`config.mk`:
```
export PLATFORM = sky130hd
export DESIGN_NAME = sound_level_autorange_flat
export DESIGN_NICKNAME = d
export VERILOG_FILES = /design/src/hdl/slar_pkg.sv /design/src/hdl/slar_req_if.sv /design/src/hdl/slar_rsp_if.sv /design/src/hdl/slar_csr_if.sv /design/src/hdl/slar_ranger.sv /design/src/hdl/slar_log2.sv /design/src/hdl/slar_level.sv /design/src/hdl/sound_level_autorange.sv /design/src/flat_wrapper.sv
export SDC_FILE = /design/constraint.sdc
export NUM_CORES = 1
export LEC_CHECK = 0
export BUFFER_PORTS_ARGS = -buffer_cell sky130_fd_sc_hd__buf_4
export CAP_MARGIN = 25
export CORE_UTILIZATION = 58
export CTS_CLUSTER_SIZE = 10
export DETAILED_ROUTE_END_ITERATION = 6
export PLACE_DENSITY = 0.79
export SLEW_MARGIN = 20
export SYNTH_ARGS = -nofsm -noshare
export SYNTH_HDL_FRONTEND = slang
export SYNTH_SLANG_ARGS = --single-unit
```
`constraint.sdc`:
```
create_clock -name clock -period 8.2 [get_ports clock]
set_input_delay 0.82 -clock clock [delete_from_list [all_inputs] [get_ports clock]]
set_output_delay 0.82 -clock clock [all_outputs]
set_load 0.02 [all_outputs]
```
`src/hdl/slar_pkg.sv`:
```
`default_nettype none

package slar_pkg;

   // field widths
   localparam int SampleWidth = 12;
   localparam int LevelWidth  = 16;
   localparam int StepWidth   = 3;
   localparam int PotWidth    = 8;
   localparam int VloWidth    = 16;
   localparam int LeadWidth   = $clog2(SampleWidth + 1);
   localparam int MantWidth   = 16;
   localparam int L2Width     = 20;
   localparam int L10Width    = 19;

   localparam int LogTableBitsDefault = 6;

   // log10(2) in q0.20
   localparam logic [18:0] Log10Two = 19'd315653;

   localparam logic signed [VloWidth-1:0] VloReset = -16'sd384;

   // gain steps, 0 is highest gain
   localparam logic [StepWidth-1:0] STEP0 = 3'd0;
   localparam logic [StepWidth-1:0] STEP1 = 3'd1;
   localparam logic [StepWidth-1:0] STEP2 = 3'd2;
   localparam logic [StepWidth-1:0] STEP3 = 3'd3;
   localparam logic [StepWidth-1:0] STEP4 = 3'd4;

   // acceptance windows
   localparam logic [SampleWidth-1:0] Step0High = 12'd600;
   localparam logic [SampleWidth-1:0] Step1Low  = 12'd15;
   localparam logic [SampleWidth-1:0] Step1High = 12'd400;
   localparam logic [SampleWidth-1:0] MidLow    = 12'd20;
   localparam logic [SampleWidth-1:0] MidHigh   = 12'd120;
   localparam logic [SampleWidth-1:0] Step4Low  = 12'd82;

   typedef struct packed {
      logic                 reading_valid;
      logic [StepWidth-1:0] step;
      logic [StepWidth-1:0] new_gain_step;
      logic [PotWidth-1:0]  pot6_setting;
      logic [PotWidth-1:0]  pot7_setting;
      logic                 gain_changed;
      logic                 long_settle;
   } decision_type;

   function automatic logic [PotWidth-1:0] pot6_code(input logic [StepWidth-1:0] step);
      logic [PotWidth-1:0] code;
      unique case (step)
         STEP0:   code = 8'd0;
         STEP1:   code = 8'd7;
         STEP2:   code = 8'd26;
         STEP3:   code = 8'd96;
         default: code = 8'd255;
      endcase
      return code;
   endfunction

   function automatic logic [PotWidth-1:0] pot7_code(input logic [StepWidth-1:0] step);
      logic [PotWidth-1:0] code;
      unique case (step)
         STEP0:   code = 8'd0;
         STEP1:   code = 8'd17;
         STEP2:   code = 8'd97;
         STEP3:   code = 8'd255;
         default: code = 8'd255;
      endcase
      return code;
   endfunction

   // level offset in q7.8
   function automatic logic signed [LevelWidth-1:0] step_offset(
      input logic [StepWidth-1:0] step);
      logic signed [LevelWidth-1:0] ofs;
      unique case (step)
         STEP0:   ofs = 16'sd8448;
         STEP1:   ofs = 16'sd13696;
         STEP2:   ofs = 16'sd17792;
         STEP3:   ofs = 16'sd20224;
         default: ofs = 16'sd20352;
      endcase
      return ofs;
   endfunction

   // slope times two
   function automatic logic [4:0] step_slope(input logic [StepWidth-1:0] step);
      return (step == STEP0 || step == STEP1 || step == STEP2 || step == STEP3) ?
             5'd25 : 5'd27;
   endfunction

   // log2(1 + idx/2^tab_bits) in q0.16 by repeated squaring, elaboration only
   function automatic logic [MantWidth-1:0] mant_log2(input int unsigned idx,
                                                      input int unsigned tab_bits);
      logic [63:0]          m;
      logic [MantWidth-1:0] r;
      m = (64'd1 << tab_bits) + 64'(idx);
      m = m << (30 - tab_bits);
      r = '0;
      for (int k = 0; k < MantWidth; k++) begin
         m = (m * m) >> 30;
         r = {r[MantWidth-2:0], 1'b0};
         if (m >= (64'd1 << 31)) begin
            r[0] = 1'b1;
            m    = m >> 1;
         end
      end
      return r;
   endfunction

endpackage

`default_nettype wire

```
`src/hdl/slar_req_if.sv`:
```
`default_nettype none

interface slar_req_if import slar_pkg::*; ();
   logic                   valid;
   logic                   ready;
   logic [SampleWidth-1:0] sample;

   modport source (output valid, output sample, input ready);
   modport sink   (input valid, input sample, output ready);
endinterface

`default_nettype wire

```
`src/hdl/slar_rsp_if.sv`:
```
`default_nettype none

interface slar_rsp_if import slar_pkg::*; ();
   logic                         valid;
   logic                         ready;
   logic                         reading_valid;
   logic signed [LevelWidth-1:0] level_db;
   logic [StepWidth-1:0]         new_gain_step;
   logic [PotWidth-1:0]          pot6_setting;
   logic [PotWidth-1:0]          pot7_setting;
   logic                         gain_changed;
   logic                         long_settle;

   modport source (output valid, output reading_valid, output level_db,
                   output new_gain_step, output pot6_setting, output pot7_setting,
                   output gain_changed, output long_settle, input ready);
   modport sink   (input valid, input reading_valid, input level_db,
                   input new_gain_step, input pot6_setting, input pot7_setting,
                   input gain_changed, input long_settle, output ready);
endinterface

`default_nettype wire

```
`src/hdl/slar_csr_if.sv`:
```
`default_nettype none

interface slar_csr_if import slar_pkg::*; ();
   logic                       valid;
   logic                       ready;
   logic signed [VloWidth-1:0] data;

   modport source (output valid, output data, input ready);
   modport sink   (input valid, input data, output ready);
endinterface

`default_nettype wire

```
`src/hdl/slar_ranger.sv`:
```
`default_nettype none

module slar_ranger import slar_pkg::*; (
   input  logic                   clock,
   input  logic                   reset,
   input  logic [SampleWidth-1:0] sample,
   input  logic                   advance,
   output decision_type           dec
);

   logic [StepWidth-1:0] gain_ff, gain_in;
   logic [StepWidth-1:0] g, ng;
   logic                 vld;

   always_comb begin
      g   = (gain_ff > STEP4) ? STEP4 : gain_ff;
      ng  = g;
      vld = 1'b0;
      unique case (g)
         STEP0: begin
            if (sample <= Step0High) vld = 1'b1;
            else ng = STEP1;
         end
         STEP1: begin
            if (sample < Step1Low) ng = STEP0;
            else if (sample > Step1High) ng = STEP2;
            else vld = 1'b1;
         end
         STEP2, STEP3: begin
            if (sample < MidLow) ng = g - 3'd1;
            else if (sample > MidHigh) ng = g + 3'd1;
            else vld = 1'b1;
         end
         default: begin
            if (sample < Step4Low) ng = STEP3;
            else vld = 1'b1;
         end
      endcase
   end

   always_comb begin
      dec.reading_valid = vld;
      dec.step          = g;
      dec.new_gain_step = ng;
      dec.gain_changed  = (ng != g);
      dec.long_settle   = (ng > g);
      dec.pot6_setting  = (ng != g) ? pot6_code(ng) : '0;
      dec.pot7_setting  = (ng != g) ? pot7_code(ng) : '0;
   end

   assign gain_in = advance ? ng : gain_ff;

   always_ff @(posedge clock) begin
      if (reset) begin
         gain_ff <= STEP0;
      end else begin
         gain_ff <= gain_in;
      end
   end

endmodule

`default_nettype wire

```
`src/hdl/slar_log2.sv`:
```
`default_nettype none

module slar_log2 import slar_pkg::*; #(
   parameter int LOG_TABLE_BITS = LogTableBitsDefault
) (
   input  logic [SampleWidth-1:0] sample,
   output logic [L2Width-1:0]     l2
);

   localparam int TabDepth = 2 ** LOG_TABLE_BITS;

   logic [SampleWidth:0]         x, norm;
   logic [LeadWidth-1:0]         e;
   logic [LOG_TABLE_BITS-1:0]    idx;
   logic [MantWidth-1:0]         tab [TabDepth];

   // mantissa table, built at elaboration
   for (genvar j = 0; j < TabDepth; j++) begin : g_tab
      localparam logic [MantWidth-1:0] Entry = mant_log2(j, LOG_TABLE_BITS);
      assign tab[j] = Entry;
   end

   assign x = {1'b0, sample} + (SampleWidth+1)'(1);

   // leading one position
   always_comb begin
      e = '0;
      for (int b = 1; b <= SampleWidth; b++) begin
         if (x[b]) e = LeadWidth'(b);
      end
   end

   // normalize so the leading one sits at the top bit
   assign norm = x << (LeadWidth'(SampleWidth) - e);
   assign idx  = norm[SampleWidth-1 -: LOG_TABLE_BITS];
   assign l2   = {e, MantWidth'(0)} + L2Width'(tab[idx]);

endmodule

`default_nettype wire

```
`src/hdl/slar_level.sv`:
```
`default_nettype none

module slar_level import slar_pkg::*; (
   input  logic                         clock,
   input  logic                         en_mul,
   input  logic                         en_out,
   input  decision_type                 dec,
   input  logic [L2Width-1:0]           l2,
   input  logic signed [VloWidth-1:0]   vlo,
   output decision_type                 dec_out,
   output logic signed [LevelWidth-1:0] level_db
);

   localparam int ProdWidth = L2Width + 20;
   localparam int AccWidth  = 27;

   logic [ProdWidth-1:0]         prod;
   logic [L10Width-1:0]          l10_ff, l10_in;
   decision_type                 dec3_ff;
   decision_type                 dec4_ff;
   logic signed [AccWidth-1:0]   v, scaled, acc, lev;
   logic signed [LevelWidth-1:0] level_ff, level_in;

   // log2 to log10 with rounding
   assign prod   = ProdWidth'(l2) * ProdWidth'(Log10Two) + (ProdWidth'(1) << 19);
   assign l10_in = L10Width'(prod >> 20);

   always_ff @(posedge clock) begin
      if (en_mul) begin
         l10_ff  <= l10_in;
         dec3_ff <= dec;
      end
   end

   // add voltage offset, apply slope, round, divide by 512, add step ofs
   always_comb begin
      v      = $signed(AccWidth'(l10_ff)) + ($signed(AccWidth'(vlo)) <<< 4);
      scaled = v * $signed(AccWidth'(step_slope(dec3_ff.step)));
      acc    = (scaled + AccWidth'(256)) >>> 9;
      lev    = acc + AccWidth'(step_offset(dec3_ff.step));
      if (!dec3_ff.reading_valid) level_in = '0;
      else if (lev > AccWidth'(32767)) level_in = 16'sh7fff;
      else if (lev < -AccWidth'(32768)) level_in = -16'sh8000;
      else level_in = LevelWidth'(lev);
   end

   always_ff @(posedge clock) begin
      if (en_out) begin
         level_ff <= level_in;
         dec4_ff  <= dec3_ff;
      end
   end

   assign dec_out  = dec4_ff;
   assign level_db = level_ff;

endmodule

`default_nettype wire

```
`src/hdl/sound_level_autorange.sv`:
```
`default_nettype none

// sound level meter with automatic gain ranging. each req transfer carries one raw adc
// sample of the rectified microphone signal; each one yields exactly one rsp transfer,
// in order. when the sample lies in the window of the current gain step, reading_valid
// is set and level_db gives the level in q7.8 db; otherwise the step moves by one,
// gain_changed is set with the two potentiometer codes of the new step, and
// long_settle flags a move toward lower gain. the block takes one sample per cycle
// while rsp is not stalled, and each sample passes through four registers:
// an input register, the range decision with log2 table lookup, the log10 multiply,
// then slope, offset and saturation into the result register. the gain step update
// sits between the input register and the second stage, which is what
// allows a sample every cycle when the output does not stall.
// csr writes set the voltage log offset (q3.12, reset -384) and should only happen
// while the pipeline is empty.
module sound_level_autorange import slar_pkg::*; #(
   parameter int LOG_TABLE_BITS = LogTableBitsDefault
) (
   input  logic       clock,
   input  logic       reset,
   slar_req_if.sink   req,
   slar_rsp_if.source rsp,
   slar_csr_if.sink   csr
);

   // configuration
   logic signed [VloWidth-1:0] vlo_ff, vlo_in;

   // stage valids
   logic v1_ff, v1_in, v2_ff, v2_in, v3_ff, v3_in, v4_ff, v4_in;
   logic rdy1, rdy2, rdy3, rdy4;

   // payload
   logic [SampleWidth-1:0] sample_ff;
   decision_type           dec, dec2_ff, dec_out;
   logic [L2Width-1:0]     l2, l2_ff;
   logic signed [LevelWidth-1:0] level_db;
   logic                   advance;

   // each stage takes a new item when empty or when its content moves on
   assign rdy4 = !v4_ff || rsp.ready;
   assign rdy3 = !v3_ff || rdy4;
   assign rdy2 = !v2_ff || rdy3;
   assign rdy1 = !v1_ff || rdy2;

   assign req.ready = rdy1;
   assign csr.ready = 1'b1;

   // gain step moves only when the decided item leaves the input register
   assign advance = v1_ff && rdy2;

   assign v1_in  = rdy1 ? req.valid : v1_ff;
   assign v2_in  = rdy2 ? v1_ff : v2_ff;
   assign v3_in  = rdy3 ? v2_ff : v3_ff;
   assign v4_in  = rdy4 ? v3_ff : v4_ff;
   assign vlo_in = csr.valid ? csr.data : vlo_ff;

   always_ff @(posedge clock) begin
      if (reset) begin
         v1_ff  <= 1'b0;
         v2_ff  <= 1'b0;
         v3_ff  <= 1'b0;
         v4_ff  <= 1'b0;
         vlo_ff <= VloReset;
      end else begin
         v1_ff  <= v1_in;
         v2_ff  <= v2_in;
         v3_ff  <= v3_in;
         v4_ff  <= v4_in;
         vlo_ff <= vlo_in;
      end
   end

   // input register
   always_ff @(posedge clock) begin
      if (rdy1) begin
         sample_ff <= req.sample;
      end
   end

   // range decision and gain state
   slar_ranger u_ranger (
      .clock   (clock),
      .reset   (reset),
      .sample  (sample_ff),
      .advance (advance),
      .dec     (dec)
   );

   // log2 of sample plus one
   slar_log2 #(
      .LOG_TABLE_BITS (LOG_TABLE_BITS)
   ) u_log2 (
      .sample (sample_ff),
      .l2     (l2)
   );

   // decision stage register
   always_ff @(posedge clock) begin
      if (rdy2) begin
         dec2_ff <= dec;
         l2_ff   <= l2;
      end
   end

   // log10 multiply and level stages, result register inside
   slar_level u_level (
      .clock    (clock),
      .en_mul   (rdy3),
      .en_out   (rdy4),
      .dec      (dec2_ff),
      .l2       (l2_ff),
      .vlo      (vlo_ff),
      .dec_out  (dec_out),
      .level_db (level_db)
   );

   assign rsp.valid         = v4_ff;
   assign rsp.reading_valid = dec_out.reading_valid;
   assign rsp.level_db      = level_db;
   assign rsp.new_gain_step = dec_out.new_gain_step;
   assign rsp.pot6_setting  = dec_out.pot6_setting;
   assign rsp.pot7_setting  = dec_out.pot7_setting;
   assign rsp.gain_changed  = dec_out.gain_changed;
   assign rsp.long_settle   = dec_out.long_settle;

   // a valid reading never comes with a step move
   a_valid_no_move: assert property (@(posedge clock) disable iff (reset)
      rsp.valid && rsp.reading_valid |-> !rsp.gain_changed)
      else $error("valid reading with gain change");

   // an out of window sample reports a zero level
   a_zero_level: assert property (@(posedge clock) disable iff (reset)
      rsp.valid && !rsp.reading_valid |-> rsp.level_db == 16'sd0)
      else $error("nonzero level on out of window sample");

   // pot codes and settle flag only with a step move
   a_quiet_hold: assert property (@(posedge clock) disable iff (reset)
      rsp.valid && !rsp.gain_changed |->
      rsp.pot6_setting == 8'd0 && rsp.pot7_setting == 8'd0 && !rsp.long_settle)
      else $error("pot codes without gain change");

   // step stays within range
   a_step_range: assert property (@(posedge clock) disable iff (reset)
      rsp.valid |-> rsp.new_gain_step <= STEP4)
      else $error("gain step out of range");

endmodule

`default_nettype wire

```
`src/flat_wrapper.sv`:
```
// flat-port wrapper written by rule: the top's interface ports become plain ports
module sound_level_autorange_flat import slar_pkg::*;
#(
   parameter int LOG_TABLE_BITS = LogTableBitsDefault
)
  (clock, reset, req_valid, req_sample, req_ready, rsp_valid, rsp_reading_valid, rsp_level_db, rsp_new_gain_step, rsp_pot6_setting, rsp_pot7_setting, rsp_gain_changed, rsp_long_settle, rsp_ready, csr_valid, csr_data, csr_ready);
  slar_req_if req_i ();
  slar_rsp_if rsp_i ();
  slar_csr_if csr_i ();
  input  logic clock;
  input  logic reset;
  input wire logic [$bits(req_i.valid)-1:0] req_valid;
  input wire logic [$bits(req_i.sample)-1:0] req_sample;
  output wire logic [$bits(req_i.ready)-1:0] req_ready;
  output wire logic [$bits(rsp_i.valid)-1:0] rsp_valid;
  output wire logic [$bits(rsp_i.reading_valid)-1:0] rsp_reading_valid;
  output wire logic [$bits(rsp_i.level_db)-1:0] rsp_level_db;
  output wire logic [$bits(rsp_i.new_gain_step)-1:0] rsp_new_gain_step;
  output wire logic [$bits(rsp_i.pot6_setting)-1:0] rsp_pot6_setting;
  output wire logic [$bits(rsp_i.pot7_setting)-1:0] rsp_pot7_setting;
  output wire logic [$bits(rsp_i.gain_changed)-1:0] rsp_gain_changed;
  output wire logic [$bits(rsp_i.long_settle)-1:0] rsp_long_settle;
  input wire logic [$bits(rsp_i.ready)-1:0] rsp_ready;
  input wire logic [$bits(csr_i.valid)-1:0] csr_valid;
  input wire logic [$bits(csr_i.data)-1:0] csr_data;
  output wire logic [$bits(csr_i.ready)-1:0] csr_ready;
  assign req_i.valid = req_valid;
  assign req_i.sample = req_sample;
  assign req_ready = req_i.ready;
  assign rsp_valid = rsp_i.valid;
  assign rsp_reading_valid = rsp_i.reading_valid;
  assign rsp_level_db = rsp_i.level_db;
  assign rsp_new_gain_step = rsp_i.new_gain_step;
  assign rsp_pot6_setting = rsp_i.pot6_setting;
  assign rsp_pot7_setting = rsp_i.pot7_setting;
  assign rsp_gain_changed = rsp_i.gain_changed;
  assign rsp_long_settle = rsp_i.long_settle;
  assign rsp_i.ready = rsp_ready;
  assign csr_i.valid = csr_valid;
  assign csr_i.data = csr_data;
  assign csr_ready = csr_i.ready;
  sound_level_autorange #(.LOG_TABLE_BITS(LOG_TABLE_BITS)) u_core (.clock(clock), .reset(reset), .req(req_i), .rsp(rsp_i), .csr(csr_i));
endmodule
```
==> impl_metrics.env <==
export IMPL_cpMaxStageDelayCell="fa_1"
export IMPL_cts_root_buf="clkbuf_16"
export IMPL_cts_max_level=4
export IMPL_final_cells=2151
export IMPL_hold_viol=0
export IMPL_use_met2_pct=45.8
export IMPL_via_count=12900
export IMPL_cts_sinks=141
export IMPL_synth_seq_cells=141
export IMPL_synth_common_cells="ha_1 (322), inv_1 (234), edfxtp_1 (118), fa_1 (110), nor2_1 (100)"
export IMPL_met1_usage_pct=30.1
export IMPL_rows=62
export IMPL_wire_per_inst_um=17.1
export IMPL_finClkSkew_ns=0.00975
export IMPL_synth_avg_cell_area_um2=9.95
export IMPL_clkTransAtPathRegs_ns=0.06
export IMPL_fin_area_mm2=0.0186
export IMPL_nets=2219
export IMPL_slew_viol_final=0
export IMPL_grt_max_degree=53
export IMPL_drt_wl_total_um=36700
export IMPL_grt_use_met3_pct=3.30
export IMPL_place_inst=2108
export IMPL_yosysMostFrequentCell="ha_1"
export IMPL_arrival_ns=8.22
export IMPL_grt_pass1_wl_um=59700
export IMPL_top_usage_layer="met2"
export IMPL_synth_seq_area_share_pct=23.8
export IMPL_numCtsBuffers=17
export IMPL_synthDistinctLibCells=96
export IMPL_yosys_area_top_type_share_pct=23.9
export IMPL_cts_buffer_depth=2
export IMPL_die_area_mm2=0.0297
export IMPL_syn_nets=2157
export IMPL_core_area_mm2=0.0286
export IMPL_syn2layout_area_growth_pct=10.5
export IMPL_place_congestion=0.934
export IMPL_dpl_cell_area_mm2=0.0177
export IMPL_grt_overflow=0
export IMPL_drt_iter0_drc=986
export IMPL_mappedNetlistArea_mm2=0.0168
export IMPL_drv_cap=0
export IMPL_drive_gt1_share_pct=12.7
export IMPL_ant_nets=0
export IMPL_worst_slew_pin_slew_ns=0.932
export IMPL_cp_required_ns=8.38
export IMPL_diodes=0
export IMPL_die_w_um=172
export IMPL_slew_headroom_pct=36.3
export IMPL_fmax_ghz=0.124
export IMPL_setup_worst_path_start_class="flop"
export IMPL_yosysTopAreaCell="ha_1"
export IMPL_ys_warn_count=0
export IMPL_async_reset_ff_share_pct=0
export IMPL_synth_edff_count=118
export IMPL_initial_utilization_pct=58.8
export IMPL_finalCritPeriodShare_pct=98.0
export IMPL_dpl_hpwl_um=28500
export IMPL_syn_inst=1692
export IMPL_io_buffer_count=72
export IMPL_vias_per_cell=5.98
export IMPL_dr_pass1_iters=5
export IMPL_track_usage_pct=25.2
export IMPL_min_period_ns=8.03
export IMPL_antenna_found_initial=0
export IMPL_slowest_delay_ns=0.51
export IMPL_synth_area_leaders="ha_1 (24%), edfxtp_1 (21%), fa_1 (13%)"
export IMPL_pin_count=74
export IMPL_end_kind="flop"
export IMPL_clock_latency_ns=0.43
export IMPL_synthFlopType="edfxtp_1"
export IMPL_status="finished, final reports clean"
export IMPL_hold_class="reg2reg"
export IMPL_fp_dieH_um=172
export IMPL_cts_tree="done"
export IMPL_crit_fanout=15
export IMPL_critPathKind="reg2reg"
export IMPL_setup_viol=0
export IMPL_drc=0
export IMPL_grt_pass1_vias=12800
==> flip-flops by register name, summed over array words and instances (netlist names), 12 cells and up <==
signal and flops:
u_core.l2_ff 20, u_core.u_level.l10_ff 19, u_core.dec2_ff 18, u_core.u_level.dec3_ff 18, u_core.u_level.level_db 16, u_core.vlo_ff 16, u_core.u_level.dec_out 15, u_core.sample_ff 12
==> final timing paths <==
check / from / end / slack [ns] / depth (start not counted)
max: u_core.u_level.l10_ff[5] / u_core.u_level.level_db[0] / 0.17 / 36
min: u_core.dec2_ff[22] / u_core.u_level.dec3_ff[22] / 0.42 / 0
max reg2reg: u_core.u_level.l10_ff[5] / u_core.u_level.level_db[0] / 0.17 / 36
min reg2reg: u_core.dec2_ff[22] / u_core.u_level.dec3_ff[22] / 0.42 / 0
==> cell usage in the layout, fill, tap and decap left out, types with 13 or more instances in the layout <==
master     count
and3_1        14
ha_1         318
xnor2_1       47
a21o_1        36
mux2i_1       25
buf_4        103
xor2_1        14
edfxtp_1     118
o211ai_1      15
nor3_1        26
clkbuf_16     17
dfxtp_1       23
nor2b_1       16
nand3_1       35
a211oi_1      25
a2111oi_0     13
nand2_1       89
fa_1         110
inv_1        233
nor2_1        98
a21oi_1       63
a31oi_1       17
o21ai_0       40
o21a_1        14
==> critical path, delay by kind of cell (launching register included) <==
kind	cells	cell delay, ns
XOR/XNOR	1	0.14
AO/OA/AOI/OAI	21	3.97
buffers and inverters	4	0.58
flip-flops	1	0.40
adder cells (fa/ha/maj)	6	2.14
AND/OR/NAND/NOR	4	0.54
==> per-layer routing <==
layer / wire (um) / share of wire (%)
met5: 0 / 0
met4: 999 / 2.7
met3: 1760 / 4.8
met2: 18700 / 51
met1: 15200 / 42
==> repair_timing <==
| item | CTS | global route |
|---|---|---|
| resized for setup | 10 | 44 |
| hold buffers | 0 | 0 |
| setup buffers | 0 | 11 |
| pin swaps | 2 | 20 |
| endpoints found under the setup margin | 15 | 16 |
==> final cells by class <==
class | count | area (um^2)
Clock inverter | 15 | 150
Inverter | 239 | 900
Timing Repair Buffer | 105 | 800
Fill cell | 2118 | 10000
Sequential cell | 141 | 4000
Tap cell | 384 | 480
Clock buffer | 17 | 425
Multi-Input combinational cell | 1250 | 11900
==> per-stage QoR <==
stage	TNS (ns)	hold WS (ns)	setup slack, ns	utilization [%]
floorplan	0	0.400	0.103	-
CTS	0	0.418	0.00542	64.0
finish	0	0.417	0.167	65.0
global route	-2.87	0.421	-0.224	65.0
global placement	0	0.402	0.0767	61.8
detailed placement	-3.35	0.405	-0.307	61.8
==> logic make-up (layout without fill, tap and decap cells) <==
group                      count (synthesis)  after routing  synth area share, %
muxes                                     37             37                 2.68
DFF                                      141            141                 23.8
xor gates and xnor gates                  72             72                 3.92
and+or+nand+nor                          357            357                 10.4
other                                      1              1               0.0223
AOI/OAI and AO/OA                        351            351                 14.9
buffers and inverters                    301            376                 7.34
adders and majority gates                432            432                 37.0
Power is not shown: default switching activity piles up to over one toggle a cycle in this logic, so the estimate is an artifact.
